`config.mk`:
```
export PLATFORM = sky130hd
export DESIGN_NAME = ats_cell
export DESIGN_NICKNAME = d
export VERILOG_FILES = /design/src/rtl/ats_pkg.sv /design/src/rtl/ats_cell.sv
export SDC_FILE = /design/constraint.sdc
export NUM_CORES = 1
export LEC_CHECK = 0
export BUFFER_PORTS_ARGS = -buffer_cell sky130_fd_sc_hd__buf_2
export CAP_MARGIN = 20
export CORE_AREA = 2 2 112 114
export DETAILED_ROUTE_END_ITERATION = 7
export DIE_AREA = 0 0 114 116
export PLACE_DENSITY = 0.68
export SYNTH_ARGS = -nofsm -noshare
export SYNTH_HDL_FRONTEND = slang
export SYNTH_SLANG_ARGS = --single-unit
export TNS_END_PERCENT = 30
```
`constraint.sdc`:
```
create_clock -name clk -period 14.4 [get_ports clk]
set_clock_uncertainty 0.2 [all_clocks]
set_input_delay 1.44 -clock clk [delete_from_list [all_inputs] [get_ports clk]]
set_output_delay 1.44 -clock clk [all_outputs]
set_load 0.005 [all_outputs]
```
`src/rtl/ats_pkg.sv`:
```
package ats_pkg;

	localparam int MAX_COMMANDS    = 64;
	localparam int BUFFER_WORDS    = 4096;
	localparam int HEADER_BYTES    = 6;
	localparam int MIN_ENTRY_WORDS = 7;
	localparam int NUM_TABLES_DEF  = 2;

	// widths of the command index, count and word index
	localparam int CIDX_W = $clog2(MAX_COMMANDS);
	localparam int CNT_W  = 7;
	localparam int WRD_W  = 13;
	localparam int CMD_W  = 7;
	localparam int TIME_W = 32;

	typedef enum logic [2:0] {
		ST_ACCEPT  = 3'd0,
		ST_DONE    = 3'd1,
		ST_ERROR   = 3'd2,
		ST_EMPTY   = 3'd3,
		ST_READ    = 3'd4,
		ST_IGNORED = 3'd5
	} status_t;

	typedef enum logic [1:0] {
		ACT_CLEAR = 2'd0,
		ACT_LOAD  = 2'd1,
		ACT_READ  = 2'd2,
		ACT_NONE  = 2'd3
	} action_t;

	typedef enum logic [1:0] {
		FSM_IDLE,
		FSM_EXEC,
		FSM_RD
	} fsm_t;

	localparam logic REG_MIN_BYTES = 1'b0;
	localparam logic REG_MAX_BYTES = 1'b1;

	typedef struct packed {
		logic [CMD_W-1:0]  cmd;
		logic [TIME_W-1:0] tm;
	} key_t;

endpackage

```
`src/rtl/ats_cell.sv`:
```
module ats_cell #(
	parameter int NUM_TABLES = 2
) (
	input  logic                                          clk,
	input  logic                                          ins,
	input  logic [((NUM_TABLES > 1) ? $clog2(NUM_TABLES) : 1)-1:0] tbl,
	input  ats_pkg::key_t                                 new_key,
	input  logic                                          occupied,
	input  logic                                          tail,
	input  ats_pkg::key_t                                 left_key,
	input  logic                                          left_gt,
	output ats_pkg::key_t                                 key,
	output logic                                          gt
);
	import ats_pkg::*;

	key_t key_q [NUM_TABLES];

	assign key = key_q[tbl];
	// this slot sorts after the new entry
	assign gt = occupied && ((key.tm > new_key.tm) ||
		((key.tm == new_key.tm) && (key.cmd > new_key.cmd)));

	always_ff @(posedge clk) begin
		if (ins) begin
			if (left_gt) begin
				key_q[tbl] <= left_key;
			end else if (gt || tail) begin
				key_q[tbl] <= new_key;
			end
		end
	end

endmodule

```
==> flow_metrics.tcl <==
set metrics [dict create \
    outcome "finished, final reports clean" \
    use_met2 0.412 \
    grt_use_met1 0.275 \
    post_cts_buffers 0 \
    rsz0062_at_grt "false" \
    ys_ff_latch 78 \
    dr.pass1.iters 5 \
    critPathKind "in -> out" \
    fp-row-count 40 \
    avgSynthCellArea_sq_um 10.3 \
    grt_max_degree 44 \
    cts_tree "done" \
    p_leak_nw 2.51 \
    drcViolationCount 0 \
    die_w_microns 114 \
    cts.sinks 78 \
    peakVddDrop_mv 0.0436 \
    drive_gt1_frac 0.314 \
    cp.arrival_ns 4.91 \
    p_int_mw 0.495 \
    detail_route.wl_per_cell_microns 19.9 \
    slew_viol_final 0 \
    min_path_type "reg -> reg" \
    power.density_nw_per_um2 105 \
    maxSlewHeadroom 0.257 \
    layout.nets 736 \
    stdcell_count 765 \
    synth_cell_types 37 \
    synthToLayoutAreaGrowth_pct 20.7 \
    fin_crit_sh 0.455 \
    ctsHoldBuffers 0 \
    yosysSeqAreaShare 0.441 \
    clk-insertion-delay-late_ns 0.34 \
    hold_viol 0 \
    ys.warnings.count 0 \
    path_max_fanout 41 \
    combPwrFrac 0.212 \
    finalSetupViolations 0 \
    largest_reg_flops 78 \
    die-area_sq_um 13200 \
    netlist_area_sq_um 5310 \
    end_kind "output pin" \
    grt_pass1_wl_microns 23500 \
    power.share.switching 0.261 \
    p_clk_frac 0.381 \
    start_util 0.446 \
    grt.overflow.total 0 \
    ant_nets 0 \
    core_region_area_sq_um 11900 \
    gp_congestion 0.850 \
    whs_ns 1.11 \
    fin_setup_tns_ns 0 \
    grt_antenna_before_repair 0 \
    die_h_microns 116 \
    startpoint_type "input port" \
    grt.busiest_layer "met2" \
    cts_root_buffer "clkbuf_16" \
    top_regs "key_q: 78 flops" \
    grt_use_met3 0.0361 \
    p_seq_frac 0.407 \
    hpwlAfterDp_microns 10400 \
    drt_iter0_markers 280 \
    io_pins 124 \
    cts_resized 0 \
    clk_path_buf_depth 2 \
    htree_levels 3 \
    n_antenna_cell 0 \
    min_period_ns 6.55 \
    routed_wl_microns 15200 \
    switchingPower_mw 0.175 \
    vias 4622 \
    first_global_vias 4598 \
    synthCells 516 \
    required_ns 12.76 \
    syn_nets 639 \
    clk_pin_slew_worst_paths_ns 0.06 \
    grt_usage 0.230 \
    max_cap_violations 0 \
    cts_buffers 9 \
    via_per_inst 6.04 \
    max_freq_mhz 153 \
    tightest_slew_ns 1.11 \
    place_inst 748 \
    top_register "key_q" \
    io_buffers 123 \
]
stage by stage:
stage,power [mW],setup slack [ns],area (sq um),util
floorplan,0.364,7.59,5310,-
global placement,0.412,7.91,6060,0.509
detailed placement,0.418,7.85,6060,0.509
finish,0.671,7.85,6410,0.538
CTS,0.669,7.84,6390,0.536
global route,0.694,7.63,6410,0.538
per-layer routing:
layer  part of all wire  up-vias
met4              0.026        0
met5                  0        -
met1               0.40     2207
li1                   -     2194
met3              0.066       29
met2               0.51      192
worst max-delay path: stages:
cell	delay, ns
buf_2	0.76
mux2_2	0.43
ha_1	0.34
nand4_1	0.22
nor4_4	0.47
or3b_1	0.39
buf_4	0.28
and2_4	0.25
a21oi_1	0.16
buf_2	0.14
final timing paths:
check	startpoint	to	slack (ns)	cells after the start
max	tbl	gt	7.85	10
min	key_q[0][15]	key_q[1][28]	1.11	6
max reg2reg	key_q[0][31]	key_q[1][19]	10.24	9
min reg2reg	key_q[0][15]	key_q[1][28]	1.11	6
cell usage after synthesis:
cell type	count	area [sq um]
a211oi_1	1	7.51
or3b_1	1	8.76
a211o_1	1	8.76
a31oi_1	2	12.5
and2_4	1	8.76
o211ai_1	42	315
nand2b_1	1	6.26
nand3b_1	1	7.51
mux2i_1	2	20.0
a211oi_2	1	12.5
a2111o_1	1	11.3
nor4_4	1	21.3
nand3_1	44	220
nor4_1	2	12.5
edfxtp_1	78	2340
inv_1	41	154
buf_2	7	35.0
a21boi_1	2	15.0
nor3_1	2	10.0
o21ai_0	41	205
a22o_1	1	8.76
nor2_1	3	11.3
a21bo_2	1	10.0
nor2b_1	3	18.8
a221oi_1	1	8.76
nand4_1	47	294
clkbuf_1	34	128
o21ai_1	3	15.0
or3b_2	1	8.76
mux2_2	37	417
buf_1	6	22.5
a21oi_1	19	95.1
nand2_1	6	22.5
ha_1	39	488
nand4_2	1	12.5
a21o_1	3	22.5
nor3b_1	39	293
kinds of logic after synthesis:
family                     after synthesis  synth area share
DFF                                     78             0.441
and+or+nand+nor                        153             0.180
adders and majority gates               39            0.0919
buffers and inverters                   88            0.0639
muxes                                   39            0.0822
AOI/OAI and AO/OA                      119             0.141
cells in the final DEF, fill, tap and decap left out, types with 3 or more instances in the layout:
master / synthesis / final
o211ai_1: 42 / 42
bufinv_16: 0 / 3
buf_4: 0 / 9
nand3_1: 44 / 44
nand2_1: 6 / 6
nor3b_1: 39 / 39
a21oi_1: 19 / 18
ha_1: 39 / 39
edfxtp_1: 78 / 78
clkbuf_16: 0 / 9
o21ai_1: 3 / 3
o21ai_0: 41 / 41
nand4_1: 47 / 47
mux2_2: 37 / 37
inv_1: 41 / 41
buf_2: 7 / 123
a21o_1: 3 / 3
power groups by stage:
stage               Sequential [mW]  Clock [mW]  Combinational, mW
floorplan                     0.278           0             0.0865
global placement              0.278           0              0.135
detailed placement            0.278           0              0.140
CTS                           0.273       0.255              0.141
global route                  0.274       0.264              0.156
finish                        0.273       0.255              0.142
final cells by class:
cell class	instances	area (sq um)
fill	1064	5500
clock inverter	5	97.6
sequential	78	2340
multi-input combinational	350	2690
clock buffer	11	233
timing repair buffer	133	703
inverter	41	154
tap	147	184
No activity file was read; power rests on OpenSTA's default activity.
