$ cat src/rtl/ats_ram.sv
module ats_ram #(
	parameter int WIDTH = 13,
	parameter int DEPTH = 128
) (
	input  logic                     clk,
	input  logic                     we,
	input  logic [$clog2(DEPTH)-1:0] waddr,
	input  logic [WIDTH-1:0]         wdata,
	input  logic [$clog2(DEPTH)-1:0] raddr,
	output logic [WIDTH-1:0]         rdata
);

	logic [WIDTH-1:0] mem_q [DEPTH];

	always_ff @(posedge clk) begin
		if (we) begin
			mem_q[waddr] <= wdata;
		end
		rdata <= mem_q[raddr];
	end

endmodule

$ cat config.mk
export PLATFORM = sky130hd
export DESIGN_NAME = ats_ram
export DESIGN_NICKNAME = d
export VERILOG_FILES = /design/src/rtl/ats_ram.sv
export SDC_FILE = /design/constraint.sdc
export NUM_CORES = 1
export LEC_CHECK = 0
export ABC_AREA = 1
export BUFFER_PORTS_ARGS = -buffer_cell sky130_fd_sc_hd__buf_4
export CORE_MARGIN = 2
export CORE_UTILIZATION = 39
export DETAILED_ROUTE_END_ITERATION = 10
export PLACE_DENSITY = 0.59
export SLEW_MARGIN = 20
export SYNTH_ARGS = -nofsm -noshare
export SYNTH_HDL_FRONTEND = slang
export SYNTH_SLANG_ARGS = --single-unit
$ cat constraint.sdc
create_clock -name clk -period 2.5 [get_ports clk]
set_input_delay 0.5 -clock clk [delete_from_list [all_inputs] [get_ports clk]]
set_output_delay 0.5 -clock clk [all_outputs]
set_load 0.01 [all_outputs]
==> flow_summary.toml, run 1 <==
[status]
status = "finished clean"

[critical_path]
start_kind = "register"
r2r_end = "rdata[3]"
worstPathCellList = "buf_4"
rr_worst_depth = 10
critPathTopFamily = "flip-flops"
r2r_start = "mem_q[23][3]"
arrival_ns = 1.72
worst_path_max_delay_cell = "dfxtp_1"
end_kind = "primary output"
critPathKind = "register to primary output"
r2r_setup_slack_ns = 0.72
worst_path_largest_cell_delay_ns = 0.67
worstPathMaxFanout = 1
cp.required_ns = 2.00
path_buf_inv = 1

[placement]
dp_cells = 8114
hpwl_um = 119000
place_ws_ns = -0.209
dpl_cell_area_mm2 = 0.0736
port_buffers = 41
gp_congestion = 0.903

[yosys]
syn_inst = 5686
synthTopCellsByArea = "edfxtp_1, nand3_1, nand2_1"
synth-seq-area-share_pct = 74.1
netlist_area_mm2 = 0.0678
synth_nets = 5715
synth_cell_types = 17
yosysTopAreaCell = "edfxtp_1"
yosys.area.top_type_share_pct = 73.7
synth-seq-cells = 1677
syn_avg_cell_area_um2 = 11.9
yosys_warnings = 0

[final_layout]
regArea_mm2 = 0.0502
fin_cells = 8421
fillers = 15424
final_nets = 5990
final_layout_size_suffix_gt1_share_pct = 11.6
multi_input_area_mm2 = 0.0155
postLayoutCellArea_mm2 = 0.0791
area_growth_pct = 16.6
utilization_pct = 45.6

[clocking]
ctsHoldBuffers = 1
clk_latency_ns = 0.82
cts_resized = 0
path_clk_slew_ns = 0.06
clock_sinks = 1677
ctsHtreeMaxLevel = 4
cts_root_buffer = "clkbuf_16"
numCtsBuffers = 169
tritoncts = "yes"
cts_max_path_buffers = 3
cts_setup_buffers = 0

[worst_hold_path]
hold_depth = 1
holdCritStartpoint = "wdata[10]"
worst_hold_path.endpoint = "mem_q[94][10]"
hold_path_class = "input pin to register"

[timing]
max_slew_margin_pct = 34.5
hold_slack_ns = 0.0484
period_share_pct = 88.7
fin_worst_skew_ns = 0.0246
rsz0062_at_grt = "no"
tightestPinTransition_ns = 0.977
report.final.slew_viol_count = 0
finalHoldViolCount = 0
worst_slack_ns = 0.283
setup_viol = 0
clock.fmax_mhz = 451
totalNegativeSetupSlack_ns = 0
fin_crit_ns = 2.22

[grt]
grtUsageTotal_pct = 21.3
grt-ovfl-total = 0
grt_pass1_vias = 42289
grt_pass1_wl_um = 283000
antenna_found_initial = 2
grt_max_degree = 129

[die]
rows = 153
die_h_um = 421
start_util_pct = 39.1
die_x_um = 421
core-area_mm2 = 0.173
io_pins = 42
die_area_mm2 = 0.177

[run]
drv_cap = 0

[power]
p_per_area_mw_per_mm2 = 764
power_leakage_nw = 28.4
power_mw = 60.4
ir_worst_vdd_uv = 610

[route]
viasPerCell = 5.32
vias = 44795
drt_pre_antenna_iters = 5
dr.first_iter.drc_count = 4914
avgRoutedWirePerCell_um = 22.8
antenna_left = 0
wirelength_um = 192000
drc = 0
## cell usage after synthesis
cell type	number
inv_1	19
buf_8	1
nor3_1	8
nand2_1	1960
inv_2	2
buf_6	28
nand3_1	1511
buf_4	42
clkinv_1	2
buf_12	1
edfxtp_1	1664
buf_2	184
buf_1	39
nor2_1	134
inv_4	1
dfxtp_1	13
clkbuf_1	77
## worst max path at each step
| stage | start | to | slack, ns | cells past startpoint |
|---|---|---|---|---|
| 2_1_floorplan | we | mem_q[105][0] | 0.43 | 4 |
| 3_3_place_gp | raddr[0] | rdata[12] | -0.21 | 15 |
| 3_5_place_dp | raddr[0] | rdata[8] | -0.21 | 15 |
| 4_1_cts | rdata[8] | rdata[8] | 0.26 | 1 |
| 5_1_grt | rdata[8] | rdata[8] | 0.33 | 1 |
| 6_report | rdata[12] | rdata[12] | 0.28 | 1 |
## cell type report
type,instances,area share [%]
multi-input cells,3613,19.6
clock buffers,211,5.60
diodes,2,0.00633
well taps,2325,3.68
inverters,24,0.157
repair buffers,476,6.21
flip-flops and latches,1677,63.5
clock inverters,93,1.27
## kinds of logic (layout without fill, tap and decap cells)
logic type | Yosys count | after routing | share of synthesized area [%]
flops | 1677 | 1677 | 74.1
buf+inv | 396 | 804 | 3.12
other cells | 0 | 2 | 0
simple gates | 3613 | 3613 | 22.8
## metal layers
metal  routed length (um)  global-route usage [%]  part of all wire (%)  up-vias
li1                     -                       -                     -    20664
met1                80100                    29.0                    42    22115
met2                91800                    34.5                    48     1709
met3                12600                    3.08                   6.6      307
met4                 7150                    8.11                   3.7        0
met5                    0                       0                     0        -
## placed cells by master (no fill, tap or decap), drive strengths merged
cell type	instances
nand2	1960
edfxtp	1664
nand3	1511
buf	474
clkbuf	212
nor2	134
clkinv	63
inv	33
bufinv	17
dfxtp	13
nor3	8
clkinvlp	4
diode	2
dlygate4sd3	1
## power by group
part	internal (mW)	leakage, nW	switching, mW	total (mW)
Combinational	1.23	10.7	2.91	4.14
Clock	14.4	2.63	10.7	25.1
Sequential	31.0	15.1	0.0981	31.1
## state kept, by name, summed over array words and instances, names as in the netlist
name   cells
mem_q   1664
rdata     13
No activity file was read; power rests on OpenSTA's default activity.
==> run 2: changes to the inputs <==
- CTS_BUF_LIST: default -> sky130_fd_sc_hd__clkbuf_16
- REMOVE_ABC_BUFFERS: default -> 1
==> run 2 against run 1 <==
Net effect: final cell count down 0.26%; sequential share of layout area up 0.21 points; sequential power about the same; largest power group unchanged; global-route usage up 0.45 points; highest routed layer is now met5.
==> flow_summary.toml, run 2 (synthesis gave the netlist of run 1 again) <==
[status]
status = "finished clean"

[run]
drv_cap = 0

[clocking]
tritoncts = "yes"
cts_root_buffer = "clkbuf_16"
clock_sinks = 1677
path_clk_slew_ns = 0.07
cts_max_path_buffers = 3
ctsHtreeMaxLevel = 4
clk_latency_ns = 0.82
numCtsBuffers = 172

[die]
die_area_mm2 = 0.177
die_h_um = 421
rows = 153
start_util_pct = 39.1
die_x_um = 421
core-area_mm2 = 0.173
io_pins = 42

[final_layout]
area_growth_pct = 16.2
multi_input_area_mm2 = 0.0155
top_register = "mem_q"
postLayoutCellArea_mm2 = 0.0788
utilization_pct = 45.5
largest_reg_flops = 1664
largest_registers = "mem_q x1664, rdata x13"
fillers = 15554
final_layout_size_suffix_gt1_share_pct = 11.1
fin_cells = 8399
final_nets = 5958
layout_common_cells = "nand2_1, edfxtp_1, nand3_1"
layout_commonest_cell = "nand2_1"
regArea_mm2 = 0.0502

[route]
drt_pre_antenna_iters = 6
avgRoutedWirePerCell_um = 23.3
drc = 0
antenna_left = 0
vias = 44811
wirelength_um = 196000
viasPerCell = 5.34
dr.first_iter.drc_count = 5158

[critical_path]
critPathTopFamily = "flip-flops"
arrival_ns = 1.60
start_kind = "register"
worstPathCellList = "buf_4"
r2r_start = "mem_q[43][1]"
worst_path_max_delay_cell = "dfxtp_1"
critPathKind = "register to primary output"
cp.required_ns = 2.00
r2r_setup_slack_ns = 0.69
rr_worst_depth = 10
worst_path_largest_cell_delay_ns = 0.54
end_kind = "primary output"
r2r_end = "rdata[1]"
worstPathMaxFanout = 1
path_buf_inv = 1

[timing]
hold_slack_ns = 0.0791
tightestPinTransition_ns = 0.815
rsz0062_at_grt = "no"
totalNegativeSetupSlack_ns = 0
worst_slack_ns = 0.403
setup_viol = 0
clock.fmax_mhz = 477
fin_worst_skew_ns = 0.0372
fin_crit_ns = 2.10
period_share_pct = 83.9
max_slew_margin_pct = 45.6
report.final.slew_viol_count = 0
finalHoldViolCount = 0

[power]
power_leakage_nw = 28.4
ir_worst_vdd_uv = 834
power_mw = 59.9
p_per_area_mw_per_mm2 = 760

[grt]
grt-ovfl-total = 0
grtUsageTotal_pct = 21.7
grt_pass1_vias = 42918
antenna_found_initial = 9
grt_pass1_wl_um = 288000
grt_max_degree = 129

[placement]
hpwl_um = 118000
port_buffers = 41
dpl_cell_area_mm2 = 0.0733
gp_congestion = 0.859
dp_cells = 8078
place_ws_ns = -0.240

[worst_hold_path]
holdCritStartpoint = "wdata[0]"
hold_depth = 1
worst_hold_path.endpoint = "mem_q[119][0]"
hold_path_class = "input pin to register"
[run 2: changes by cell type in the layout (fill, tap and decap cells not counted), sizes merged, moves of 8 or more]
cell and change:
buf -36, bufinv -8, clkbuf -36, clkinv +17, inv +40
[run 2: worst max-delay path by stage]
stage,depth (start not counted),slack (ns),endpoint,startpoint
floorplan,10,-4.84,rdata[0],raddr[1]
global placement,7,-0.36,rdata[8],raddr[5]
detailed placement,14,-0.24,rdata[11],raddr[0]
CTS,1,0.33,rdata[4],rdata[4]
global route,1,0.39,rdata[6],rdata[6]
finish,1,0.40,rdata[12],rdata[12]
[run 2: final cells by class]
cell class	instances	share of cell area, %
inverters	24	0.159
repair buffers	441	5.87
well taps	2325	3.69
flip-flops and latches	1677	63.7
diodes	3	0.00953
clock inverters	141	1.36
multi-input cells	3613	19.6
clock buffers	175	5.56
[run 2: timing repair]
action / CTS / global route
hold buffers: 2 / 0
setup endpoints to repair: 0 / 0
setup buffers: 0 / 0
hold endpoints to repair: 8 / 0
resized for setup: 0 / 0
[run 2: report_power, final]
| part | internal, mW | switching, mW | total, mW |
|---|---|---|---|
| sequential | 31.0 | 0.0942 | 31.1 |
| clock | 13.7 | 10.9 | 24.6 |
| combinational | 1.20 | 2.94 | 4.13 |
[run 2: layer usage]
layer / vias to the layer above / share of wire, % / global-route usage (%)
met2: 1701 / 48 / 35.3
li1: 20595 / - / -
met3: 299 / 7.0 / 3.39
met5: - / 0.012 / 0
met1: 22212 / 42 / 29.7
met4: 4 / 3.1 / 7.28
